[src/jsdp_pkg.sv]
package jsdp_pkg;

    localparam int BYTE_W   = 8;
    localparam int DIM_W    = 16;
    localparam int STATUS_W = 3;
    localparam int PIXELS_W = 30;

    localparam logic [PIXELS_W-1:0] PIXELS_RESET = 30'd3145728;
    localparam logic [DIM_W-1:0]    MAX_DIM      = 16'd32767;

    localparam logic [STATUS_W-1:0] ST_OK        = 3'd0;
    localparam logic [STATUS_W-1:0] ST_NOT_JPEG  = 3'd1;
    localparam logic [STATUS_W-1:0] ST_TRUNC     = 3'd2;
    localparam logic [STATUS_W-1:0] ST_BAD_LEN   = 3'd3;
    localparam logic [STATUS_W-1:0] ST_ZERO      = 3'd4;
    localparam logic [STATUS_W-1:0] ST_TOO_LARGE = 3'd5;
    localparam logic [STATUS_W-1:0] ST_NO_SOF    = 3'd6;

    // Result candidate handed from the parser to the size check stage.
    // When check is set, status is decided by the size check from width and height.
    typedef struct packed {
        logic                check;
        logic [STATUS_W-1:0] status;
        logic [DIM_W-1:0]    width;
        logic [DIM_W-1:0]    height;
    } jsdp_cand_t;

endpackage

[src/jsdp_ifs.sv]
interface jsdp_byte_if;
    import jsdp_pkg::*;
    logic              valid;
    logic              ready;
    logic [BYTE_W-1:0] data_byte;
    logic              last;

    modport source (output valid, output data_byte, output last, input ready);
    modport sink (input valid, input data_byte, input last, output ready);
endinterface

interface jsdp_result_if;
    import jsdp_pkg::*;
    logic                valid;
    logic                ready;
    logic [STATUS_W-1:0] status;
    logic [DIM_W-1:0]    width;
    logic [DIM_W-1:0]    height;

    modport source (output valid, output status, output width, output height, input ready);
    modport sink (input valid, input status, input width, input height, output ready);
endinterface

interface jsdp_cfg_if;
    import jsdp_pkg::*;
    logic                valid;
    logic                ready;
    logic [PIXELS_W-1:0] data;

    modport source (output valid, output data, input ready);
    modport sink (input valid, input data, output ready);
endinterface

[src/jpeg_sof_dimension_parser_top.sv]
// JPEG start-of-frame dimension parser.
// The bytes channel takes one file byte per request, with last set on the final
// byte of each file. A request is taken whenever valid and ready are both high.
// At most one request on the result channel is produced per file: the status and,
// for the size statuses, the width and height read from the first SOF segment.
// The cfg channel writes the pixel limit register; it is always ready and should
// only be written while no file is in flight.
// Throughput is one byte per clock cycle while the result receiver does not stall:
// the per-byte parse is a small state update between the input register and the
// candidate register. The width times height compare sits between the candidate
// register and the output register that holds the result request.
// When the result receiver stalls, the output register holds its request and the
// stages behind it keep filling; bytes.ready drops only once all stages are full.
// Reset clears the parse state and all valid flags and loads the pixel limit
// with 3145728. Bytes after a result are ignored until last, and the parser
// restarts after every last byte.
module jpeg_sof_dimension_parser_top
    import jsdp_pkg::*;
(
    input  logic         clk,
    input  logic         rst_n,
    jsdp_byte_if.sink    bytes,
    jsdp_result_if.source result,
    jsdp_cfg_if.sink     cfg
);

    logic [PIXELS_W-1:0] max_pixels_reg;
    logic                cand_valid;
    logic                cand_ready;
    jsdp_cand_t          cand;

    assign cfg.ready = 1'b1;

    always_ff @(posedge clk or negedge rst_n)
    begin
        if (!rst_n)
        begin
            max_pixels_reg <= PIXELS_RESET;
        end
        else if (cfg.valid && cfg.ready)
        begin
            max_pixels_reg <= cfg.data;
        end
    end

    jsdp_parser u_parser (
        .clk        (clk),
        .rst_n      (rst_n),
        .bytes      (bytes),
        .cand_valid (cand_valid),
        .cand       (cand),
        .cand_ready (cand_ready)
    );

    jsdp_size_check u_check (
        .clk        (clk),
        .rst_n      (rst_n),
        .cand_valid (cand_valid),
        .cand       (cand),
        .cand_ready (cand_ready),
        .max_pixels (max_pixels_reg),
        .result     (result)
    );

endmodule

[src/jsdp_parser.sv]
module jsdp_parser
    import jsdp_pkg::*;
(
    input  logic         clk,
    input  logic         rst_n,
    jsdp_byte_if.sink    bytes,
    output logic         cand_valid,
    output jsdp_cand_t   cand,
    input  logic         cand_ready
);

    localparam logic [3:0] PH_SOI0   = 4'd0;
    localparam logic [3:0] PH_SOI1   = 4'd1;
    localparam logic [3:0] PH_SCAN   = 4'd2;
    localparam logic [3:0] PH_MARKER = 4'd3;
    localparam logic [3:0] PH_LENHI  = 4'd4;
    localparam logic [3:0] PH_LENLO  = 4'd5;
    localparam logic [3:0] PH_SKIP   = 4'd6;
    localparam logic [3:0] PH_SOF    = 4'd7;

    function automatic logic is_standalone(input logic [BYTE_W-1:0] m);
        return (m == 8'h00) || (m == 8'hD8) || (m == 8'hD9) ||
               (m >= 8'hD0 && m <= 8'hD7);
    endfunction

    function automatic logic is_sof(input logic [BYTE_W-1:0] m);
        return (m >= 8'hC0 && m <= 8'hC3) || (m >= 8'hC5 && m <= 8'hC7) ||
               (m >= 8'hC9 && m <= 8'hCB) || (m >= 8'hCD && m <= 8'hCF);
    endfunction

    logic              in_valid_reg;
    logic [BYTE_W-1:0] byte_reg;
    logic              last_reg;

    logic [3:0]        phase_reg, phase_next;
    logic              is_sof_reg, is_sof_next;
    logic [BYTE_W-1:0] length_high_reg, length_high_next;
    logic [DIM_W-1:0]  skip_reg, skip_next;
    logic [2:0]        index_reg, index_next;
    logic [DIM_W-1:0]  height_reg, height_next;
    logic [DIM_W-1:0]  width_reg, width_next;
    logic              given_reg, given_next;

    logic              cand_valid_reg;
    jsdp_cand_t        cand_reg;
    jsdp_cand_t        cand_next;
    logic              fire;

    logic              stage_ready;
    logic              consume;
    logic [DIM_W-1:0]  seg_len;

    assign stage_ready = !cand_valid_reg || cand_ready;
    assign consume     = in_valid_reg && stage_ready;
    assign bytes.ready = !in_valid_reg || stage_ready;
    assign seg_len     = {length_high_reg, byte_reg};

    always_comb
    begin
        phase_next       = phase_reg;
        is_sof_next      = is_sof_reg;
        length_high_next = length_high_reg;
        skip_next        = skip_reg;
        index_next       = index_reg;
        height_next      = height_reg;
        width_next       = width_reg;
        given_next       = given_reg;
        fire             = 1'b0;
        cand_next.check  = 1'b0;
        cand_next.status = ST_OK;
        cand_next.width  = '0;
        cand_next.height = '0;

        if (!given_reg)
        begin
            unique case (phase_reg)
                PH_SOI0:
                begin
                    if (byte_reg != 8'hFF)
                    begin
                        fire             = 1'b1;
                        cand_next.status = ST_NOT_JPEG;
                    end
                    else
                    begin
                        phase_next = PH_SOI1;
                    end
                end
                PH_SOI1:
                begin
                    if (byte_reg != 8'hD8)
                    begin
                        fire             = 1'b1;
                        cand_next.status = ST_NOT_JPEG;
                    end
                    else
                    begin
                        phase_next = PH_SCAN;
                    end
                end
                PH_SCAN:
                begin
                    if (byte_reg == 8'hFF)
                    begin
                        phase_next = PH_MARKER;
                    end
                end
                PH_MARKER:
                begin
                    // A repeated 0xFF is fill and keeps us waiting for the marker code.
                    if (byte_reg != 8'hFF)
                    begin
                        if (is_standalone(byte_reg))
                        begin
                            phase_next = PH_SCAN;
                        end
                        else
                        begin
                            is_sof_next = is_sof(byte_reg);
                            phase_next  = PH_LENHI;
                        end
                    end
                end
                PH_LENHI:
                begin
                    length_high_next = byte_reg;
                    phase_next       = PH_LENLO;
                end
                PH_LENLO:
                begin
                    if (seg_len < 16'd2 || (is_sof_reg && seg_len < 16'd7))
                    begin
                        fire             = 1'b1;
                        cand_next.status = ST_BAD_LEN;
                    end
                    else if (is_sof_reg)
                    begin
                        index_next = '0;
                        phase_next = PH_SOF;
                    end
                    else
                    begin
                        skip_next  = seg_len - 16'd2;
                        phase_next = (seg_len == 16'd2) ? PH_SCAN : PH_SKIP;
                    end
                end
                PH_SKIP:
                begin
                    skip_next = skip_reg - 16'd1;
                    if (skip_reg == 16'd1)
                    begin
                        phase_next = PH_SCAN;
                    end
                end
                PH_SOF:
                begin
                    index_next = index_reg + 3'd1;
                    unique case (index_reg)
                        3'd1:    height_next = {byte_reg, 8'h00};
                        3'd2:    height_next = {height_reg[15:8], byte_reg};
                        3'd3:    width_next  = {byte_reg, 8'h00};
                        3'd4:
                        begin
                            width_next       = {width_reg[15:8], byte_reg};
                            index_next       = index_reg;
                            fire             = 1'b1;
                            cand_next.check  = 1'b1;
                            cand_next.width  = {width_reg[15:8], byte_reg};
                            cand_next.height = height_reg;
                        end
                        default: ;
                    endcase
                end
                default: phase_next = PH_SCAN;
            endcase
        end

        if (fire)
        begin
            given_next = 1'b1;
        end

        // The last byte closes the file: if nothing was reported yet, report where parsing stopped, then restart.
        if (last_reg)
        begin
            if (!given_reg && !fire)
            begin
                fire = 1'b1;
                if (phase_next == PH_SOI0 || phase_next == PH_SOI1)
                begin
                    cand_next.status = ST_NOT_JPEG;
                end
                else if (phase_next == PH_SCAN)
                begin
                    cand_next.status = ST_NO_SOF;
                end
                else
                begin
                    cand_next.status = ST_TRUNC;
                end
            end
            phase_next       = PH_SOI0;
            is_sof_next      = 1'b0;
            length_high_next = '0;
            skip_next        = '0;
            index_next       = '0;
            height_next      = '0;
            width_next       = '0;
            given_next       = 1'b0;
        end
    end

    always_ff @(posedge clk or negedge rst_n)
    begin
        if (!rst_n)
        begin
            in_valid_reg    <= 1'b0;
            cand_valid_reg  <= 1'b0;
            phase_reg       <= PH_SOI0;
            is_sof_reg      <= 1'b0;
            length_high_reg <= '0;
            skip_reg        <= '0;
            index_reg       <= '0;
            height_reg      <= '0;
            width_reg       <= '0;
            given_reg       <= 1'b0;
        end
        else
        begin
            if (bytes.ready)
            begin
                in_valid_reg <= bytes.valid;
            end
            if (stage_ready)
            begin
                cand_valid_reg <= consume && fire;
            end
            if (consume)
            begin
                phase_reg       <= phase_next;
                is_sof_reg      <= is_sof_next;
                length_high_reg <= length_high_next;
                skip_reg        <= skip_next;
                index_reg       <= index_next;
                height_reg      <= height_next;
                width_reg       <= width_next;
                given_reg       <= given_next;
            end
        end
    end

    always_ff @(posedge clk)
    begin
        if (bytes.valid && bytes.ready)
        begin
            byte_reg <= bytes.data_byte;
            last_reg <= bytes.last;
        end
        if (stage_ready)
        begin
            cand_reg <= cand_next;
        end
    end

    assign cand_valid = cand_valid_reg;
    assign cand       = cand_reg;

endmodule

[src/jsdp_size_check.sv]
module jsdp_size_check
    import jsdp_pkg::*;
(
    input  logic                clk,
    input  logic                rst_n,
    input  logic                cand_valid,
    input  jsdp_cand_t          cand,
    output logic                cand_ready,
    input  logic [PIXELS_W-1:0] max_pixels,
    jsdp_result_if.source       result
);

    logic                out_valid_reg;
    logic [STATUS_W-1:0] status_reg, status_next;
    logic [DIM_W-1:0]    width_reg;
    logic [DIM_W-1:0]    height_reg;
    logic [PIXELS_W-1:0] product;

    assign cand_ready = !out_valid_reg || result.ready;

    // Only consulted when both sides fit in 15 bits, so the product fits in 30.
    assign product = PIXELS_W'(cand.width[14:0]) * PIXELS_W'(cand.height[14:0]);

    always_comb
    begin
        status_next = cand.status;
        if (cand.check)
        begin
            if (cand.width == '0 || cand.height == '0)
            begin
                status_next = ST_ZERO;
            end
            else if (cand.width > MAX_DIM || cand.height > MAX_DIM || product > max_pixels)
            begin
                status_next = ST_TOO_LARGE;
            end
            else
            begin
                status_next = ST_OK;
            end
        end
    end

    always_ff @(posedge clk or negedge rst_n)
    begin
        if (!rst_n)
        begin
            out_valid_reg <= 1'b0;
        end
        else if (cand_ready)
        begin
            out_valid_reg <= cand_valid;
        end
    end

    always_ff @(posedge clk)
    begin
        if (cand_ready && cand_valid)
        begin
            status_reg <= status_next;
            width_reg  <= cand.width;
            height_reg <= cand.height;
        end
    end

    assign result.valid  = out_valid_reg;
    assign result.status = status_reg;
    assign result.width  = width_reg;
    assign result.height = height_reg;

endmodule

[src/flat_wrapper.sv]
// flat-port wrapper written by rule: the top's interface ports become plain ports
module jpeg_sof_dimension_parser_top_flat import jsdp_pkg::*;
  (clk, rst_n, bytes_valid, bytes_data_byte, bytes_last, bytes_ready, result_valid, result_status, result_width, result_height, result_ready, cfg_valid, cfg_data, cfg_ready);
  jsdp_byte_if bytes_i ();
  jsdp_result_if result_i ();
  jsdp_cfg_if cfg_i ();
  input  logic clk;
  input  logic rst_n;
  input wire logic [$bits(bytes_i.valid)-1:0] bytes_valid;
  input wire logic [$bits(bytes_i.data_byte)-1:0] bytes_data_byte;
  input wire logic [$bits(bytes_i.last)-1:0] bytes_last;
  output wire logic [$bits(bytes_i.ready)-1:0] bytes_ready;
  output wire logic [$bits(result_i.valid)-1:0] result_valid;
  output wire logic [$bits(result_i.status)-1:0] result_status;
  output wire logic [$bits(result_i.width)-1:0] result_width;
  output wire logic [$bits(result_i.height)-1:0] result_height;
  input wire logic [$bits(result_i.ready)-1:0] result_ready;
  input wire logic [$bits(cfg_i.valid)-1:0] cfg_valid;
  input wire logic [$bits(cfg_i.data)-1:0] cfg_data;
  output wire logic [$bits(cfg_i.ready)-1:0] cfg_ready;
  assign bytes_i.valid = bytes_valid;
  assign bytes_i.data_byte = bytes_data_byte;
  assign bytes_i.last = bytes_last;
  assign bytes_ready = bytes_i.ready;
  assign result_valid = result_i.valid;
  assign result_status = result_i.status;
  assign result_width = result_i.width;
  assign result_height = result_i.height;
  assign result_i.ready = result_ready;
  assign cfg_i.valid = cfg_valid;
  assign cfg_i.data = cfg_data;
  assign cfg_ready = cfg_i.ready;
  jpeg_sof_dimension_parser_top u_core (.clk(clk), .rst_n(rst_n), .bytes(bytes_i), .result(result_i), .cfg(cfg_i));
endmodule
[config.mk]
export PLATFORM = sky130hd
export DESIGN_NAME = jpeg_sof_dimension_parser_top_flat
export DESIGN_NICKNAME = d
export VERILOG_FILES = /design/src/jsdp_pkg.sv /design/src/jsdp_ifs.sv /design/src/jpeg_sof_dimension_parser_top.sv /design/src/jsdp_parser.sv /design/src/jsdp_size_check.sv /design/src/flat_wrapper.sv
export SDC_FILE = /design/constraint.sdc
export NUM_CORES = 1
export LEC_CHECK = 0
export ABC_AREA = 1
export BUFFER_PORTS_ARGS = -buffer_cell sky130_fd_sc_hd__buf_2
export CORE_ASPECT_RATIO = 1.5
export CORE_MARGIN = 2
export CORE_UTILIZATION = 50
export DETAILED_ROUTE_END_ITERATION = 10
export PLACE_DENSITY = 0.67
export RECOVER_POWER = 50
export SLEW_MARGIN = 0
export SYNTH_ARGS = -nofsm -noshare
export SYNTH_HDL_FRONTEND = slang
export SYNTH_HIERARCHICAL = 1
export SYNTH_SLANG_ARGS = --single-unit
[constraint.sdc]
create_clock -name clk -period 7.5 [get_ports clk]
set_input_delay 1.875 -clock clk [delete_from_list [all_inputs] [get_ports clk]]
set_output_delay 1.875 -clock clk [all_outputs]
set_load 0.01 [all_outputs]
==> results.cfg, run 1 <==
[global_route]
grt_max_degree = 47
antenna_found_initial = 0
grt_overflow = 0
track_usage_pct = 26.34
grt_pass1_vias = 13820
grt_pass1_wl_mm = 72.13

[clock_network]
tritoncts = yes
cts-root-buf = clkbuf_16
cts_made_buffers = 17
cts_resized = 0
cts_hold_buf = 0
clock-sinks = 170
clockBufferDepth = 2
htree_levels = 4
clk_latency_ns = 0.47
clkTransAtPathRegs_ns = 0.08

[timing]
slew_violations = 82
fin_crit_ns = 7.057
fin_worst_hold_slack_ns = 0.4743
fin_worst_skew_ns = 0.01861
setup_viol = 0
period_share_pct = 94.09
fmax_mhz = 141.7
slew_headroom_pct = -59.28
worst_pin_slew_ns = 2.389
hold_viol = 0

[die]
die-area_mm2 = 0.03508
die_h_um = 228.4
rows = 82
core_area_mm2 = 0.03324
die_x_um = 153.6
start_util_pct = 50.49
io_pins = 82

[yosys]
yosys.cell_count.top_type = nand2_1
syn_area_per_cell_um2 = 7.995
ys_seq_area_share_pct = 27.75
yosysTopAreaCell = fa_1
synth_top_area_share_pct = 19.92
yosysWarnings = 6
ys_ff_latch = 170
synth_area_leaders = fa_1, edfxtp_1, dfrtp_1
dominantRegCellSynth = dfrtp_1
postSynthCellCount = 2099
synth_cell_types = 56
synth_edf_count = 80
synth_common_cells = nand2_1, inv_1, fa_1
synth_nets = 2443
async_reset_ff_share_pct = 52.94
syn_area_mm2 = 0.01678

[outcome]
outcome = complete, but fails checks
violations = capacitance limit, slew limit

[final_layout]
syn2layout_area_growth_pct = 10.01
largest_reg_flops = 36
drive_above_1_share_pct = 10.70
nFillCells = 3197
ff_latch_area_mm2 = 0.004657
antenna_cells = 0
finalNetCount = 2527
multi_input_area_mm2 = 0.009828

[drt]
wl_mm = 45.03
post-route-drc-count = 0
wl_per_cell_um = 17.21
ant_nets = 0
drtIter0Drc = 800
vias = 13450
drt_first_pass_iters = 6
routed_via_density = 5.141

[pwr]
peakVddDrop_mv = 0.2536
p_leak_nw = 10.66
power_density_mw_per_mm2 = 200.2
report.power.total_mw = 3.696

[critical_path]
endpoint_kind = register
required_ns = 7.72
startpoint = u_core/u_parser/cand[0]
path_delay_family = adder cells
cp_max_fo = 9
max_stage_delay_ns = 0.64
worstReg2RegStart = u_core/u_parser/cand[0]
crit_buf_inv = 8
cp_slowest_cell = edfxtp_1
start_kind = register
critPathArrivalTime_ns = 7.28
crit_type = reg -> reg

[hold_path]
hold_class = reg -> reg
holdCritStartpoint = u_core/max_pixels_reg[20]

[job]
drv_cap = 2

[placement]
gp_congestion = 0.9486
post-dp-hpwl_mm = 36.30
port_buffers = 80
[cells in the final DEF (no fill, tap or decap), drive strengths merged, types with 75 or more instances in the layout]
cell type / Yosys / layout
o21ai: 79 / 79
edfxtp: 80 / 80
fa: 167 / 167
nor2: 153 / 153
ha: 133 / 133
inv: 503 / 508
nand3: 75 / 75
dfrtp: 88 / 88
buf: 20 / 140
nand2: 556 / 556
[worst min-delay path, delay by kind of cell (launching register included)]
kind	cells	cell delay, ns
AND/OR/NAND/NOR	2	0.10
flip-flops	1	0.38
[repair_timing]
item / CTS / global route
hold endpoints to repair: 0 / 0
buffers inserted: 0 / 40
endpoints found under the setup margin: 0 / 2
[cells by family (layout without fill, tap and decap cells)]
family / count (synthesis) / in the layout / share of synthesized area [%]
compound gates: 177 / 177 / 6.315
fa+ha+maj: 300 / 300 / 29.84
mux: 1 / 1 / 0.05965
xor+xnor: 25 / 25 / 1.305
simple gates: 837 / 837 / 20.97
flops: 170 / 170 / 27.75
other cells: 1 / 1 / 0.02234
buf+inv: 588 / 685 / 13.74
[through the flow]
| stage | cells | cell area (µm²) | setup WS (ns) | utilization [%] | TNS [ns] |
|---|---|---|---|---|---|
| after floorplan | 2099 | 16780 | 0.9515 | - | 0 |
| after global placement | 2544 | 17530 | 0.4028 | 52.75 | 0 |
| after detailed placement | 2544 | 17530 | 0.2929 | 52.75 | 0 |
| after CTS | 2576 | 18180 | 0.2730 | 54.68 | 0 |
| after global routing | 2616 | 18460 | -0.01075 | 55.54 | -0.01894 |
| final | 2616 | 18460 | 0.4431 | 55.54 | 0 |
[where the power goes]
part	switching [mW]	internal, mW
clock	0.462	0.462
sequential	0.198	1.23
combinational	0.881	0.459
[per-layer routing]
metal  track usage, %  up-vias  share of wire, %
li1                 -     6489                 -
met1            29.56     6509                36
met2            49.24      352                55
met3            2.825       99               3.9
met4            12.61        0               5.0
met5                0        -                 0
[final cells by class]
type | instances | area share [%]
Multi-Input combinational cell | 1341 | 53.23
Sequential cell | 170 | 25.22
Inverter | 504 | 10.29
Timing Repair Buffer | 149 | 4.927
Tap cell | 420 | 2.846
Clock buffer | 17 | 2.304
Clock inverter | 15 | 1.172
[worst paths after layout]
check / end / slack (ns) / depth (start not counted)
min: u_core/max_pixels_reg[20] / 0.47 / 2
min reg2reg: u_core/max_pixels_reg[20] / 0.47 / 2
min in group asynchronous: u_core/u_parser/skip_reg[8] / 2.14 / 1
max reg2reg: u_core/u_check/result.status[2] / 0.44 / 33
max in group asynchronous: u_core/u_parser/height_reg[8] / 3.67 / 2
max: u_core/u_check/result.status[2] / 0.44 / 33
No activity file was read; power rests on OpenSTA's default activity.
==> inputs of run 2 (changes only) <==
--- a/config.mk
+++ b/config.mk
@@ -8,7 +8,6 @@
 export ABC_AREA = 1
 export BUFFER_PORTS_ARGS = -buffer_cell sky130_fd_sc_hd__buf_2
 export CORE_ASPECT_RATIO = 1.5
-export CORE_MARGIN = 2
 export CORE_UTILIZATION = 50
 export DETAILED_ROUTE_END_ITERATION = 10
 export PLACE_DENSITY = 0.67
==> run 2 against run 1 <==
Net effect:
- via count decreased by 0.38%
- highest routed layer unchanged
- worst hold slack lost 0.0039 ns
- the run now ends clean
- largest power group unchanged
- sequential cell count unchanged
- largest cell class unchanged
- worst setup slack got worse by 0.026 ns
- clock skew is 0.0066 ns lower
- clock power fell by 11%
- global-route usage up 1.6 points
==> results.cfg, run 2 (synthesized netlist as in run 1, its figures left out) <==
[outcome]
outcome = complete, no violations

[timing]
slew_headroom_pct = 37.92
worst_pin_slew_ns = 0.9278
setup_viol = 0
fin_crit_ns = 7.083
fin_tns_setup_ns = 0
hold_viol = 0
slew_violations = 0
period_share_pct = 94.45
fin_worst_skew_ns = 0.01203
fmax_mhz = 141.2

[placement]
gp_congestion = 0.9132
port_buffers = 80
dpl-instance-area_mm2 = 0.01756
post-dp-hpwl_mm = 36.38

[critical_path]
worstRegToRegCells = 36
critPathArrivalTime_ns = 7.28
required_ns = 7.69
critPathMostFrequentCell = nand2_1
cp_slowest_cell = fa_1
max_stage_delay_ns = 0.60
cp_max_fo = 7
crit_type = reg -> reg
start_kind = register
endpoint_kind = register

[drt]
drt_first_pass_iters = 5
wl_per_cell_um = 17.39
vias = 13400
ant_nets = 0
drtIter0Drc = 765
wl_mm = 45.14
post-route-drc-count = 0
routed_via_density = 5.161

[global_route]
antenna_found_initial = 0
grt_max_degree = 64
grt_overflow = 0
track_usage_pct = 27.96
grt_pass1_vias = 13860
grt_pass1_wl_mm = 72.03

[final_layout]
drive_above_1_share_pct = 10.41
syn2layout_area_growth_pct = 8.768
nFillCells = 3161
multi_input_area_mm2 = 0.009834
design_area_mm2 = 0.01825
antenna_cells = 0
ff_latch_area_mm2 = 0.004657
final_common_cell = nand2_1
finalNetCount = 2512
final_cell_mix = nand2_1, inv_1, fa_1
largest_reg_flops = 36

[pwr]
report.power.total_mw = 3.581
peakVddDrop_mv = 0.1952
p_leak_nw = 10.56
power_density_mw_per_mm2 = 196.2

[clock_network]
clk_latency_ns = 0.44
cts_hold_buf = 0
clock-sinks = 170
clkTransAtPathRegs_ns = 0.07
cts_made_buffers = 17
cts-root-buf = clkbuf_16
tritoncts = yes
clockBufferDepth = 2
htree_levels = 4

[die]
rows = 81
io_pins = 82
die_h_um = 226.4
start_util_pct = 51.11
core_area_mm2 = 0.03284
die-area_mm2 = 0.03432
die_x_um = 151.6

[hold_path]
whs_path_depth = 2
hold_class = reg -> reg

[job]
drv_cap = 0
[run 2: changes by cell type in the layout (fill, tap and decap cells not counted), sizes merged]
cell / change
clkbuf: -5
inv: +1
buf: -8
clkinvlp: +2
clkinv: -5
[run 2: per-layer routing]
layer / vias to the layer above / wire length [µm] / GRT usage (%)
li1: 6468 / - / -
met1: 6474 / 16450 / 30.94
met2: 365 / 24790 / 52.16
met3: 91 / 2121 / 4.044
met4: 0 / 1776 / 12.17
met5: - / 0 / 0
[run 2: worst paths after layout]
check,slack (ns),from,endpoint
worst max-delay path,0.42,u_core/u_parser/cand[3],u_core/u_check/result.status[0]
worst min-delay path,0.47,u_core/max_pixels_reg[29],u_core/max_pixels_reg[29]
worst max register to register,0.42,u_core/u_parser/cand[3],u_core/u_check/result.status[0]
worst min register to register,0.47,u_core/max_pixels_reg[29],u_core/max_pixels_reg[29]
max in group asynchronous,4.94,rst_n,u_core/max_pixels_reg[14]
min in group asynchronous,1.34,rst_n,u_core/u_parser/height_reg[3]
[run 2: per-stage QoR]
| step | utilization, % | std cells | hold WS (ns) | setup slack, ns |
|---|---|---|---|---|
| finish | 55.59 | 2596 | 0.4704 | 0.4166 |
| CTS | 55.12 | 2575 | 0.4714 | 0.1781 |
| floorplan | - | 2099 | 0.4244 | 0.9515 |
| global route | 55.59 | 2596 | 0.4841 | -0.006747 |
| detailed placement | 53.47 | 2543 | 0.4589 | 0.2009 |
| global placement | 53.47 | 2543 | 0.4565 | 0.2533 |
[run 2: cell type report]
cell class / count / area share (%)
clock buffer: 19 / 2.372
clock inverter: 13 / 0.5963
inverter: 504 / 10.41
multi-input combinational: 1341 / 53.88
sequential: 170 / 25.51
tap: 415 / 2.845
timing repair buffer: 134 / 4.387
[run 2: report_power, final]
| part | internal, mW | switching, mW | total, mW | leakage, nW |
|---|---|---|---|---|
| Sequential | 1.23 | 0.200 | 1.43 | 2.01 |
| Clock | 0.432 | 0.391 | 0.823 | 0.263 |
| Combinational | 0.446 | 0.881 | 1.33 | 8.29 |
| Total | 2.11 | 1.47 | 3.58 | 10.6 |
[run 2: timing repair]
item,4_1_cts,5_1_grt
endpoints found under the setup margin,0,2
setup buffers,0,21
gates resized for setup,0,1
[run 2: worst max-delay path: cells and delay by family, from the launching register on]
kind,cells,cell delay [ns]
and+or+nand+nor,19,1.78
DFF,1,0.54
adders and majority gates,8,3.78
buffers and inverters,9,0.72
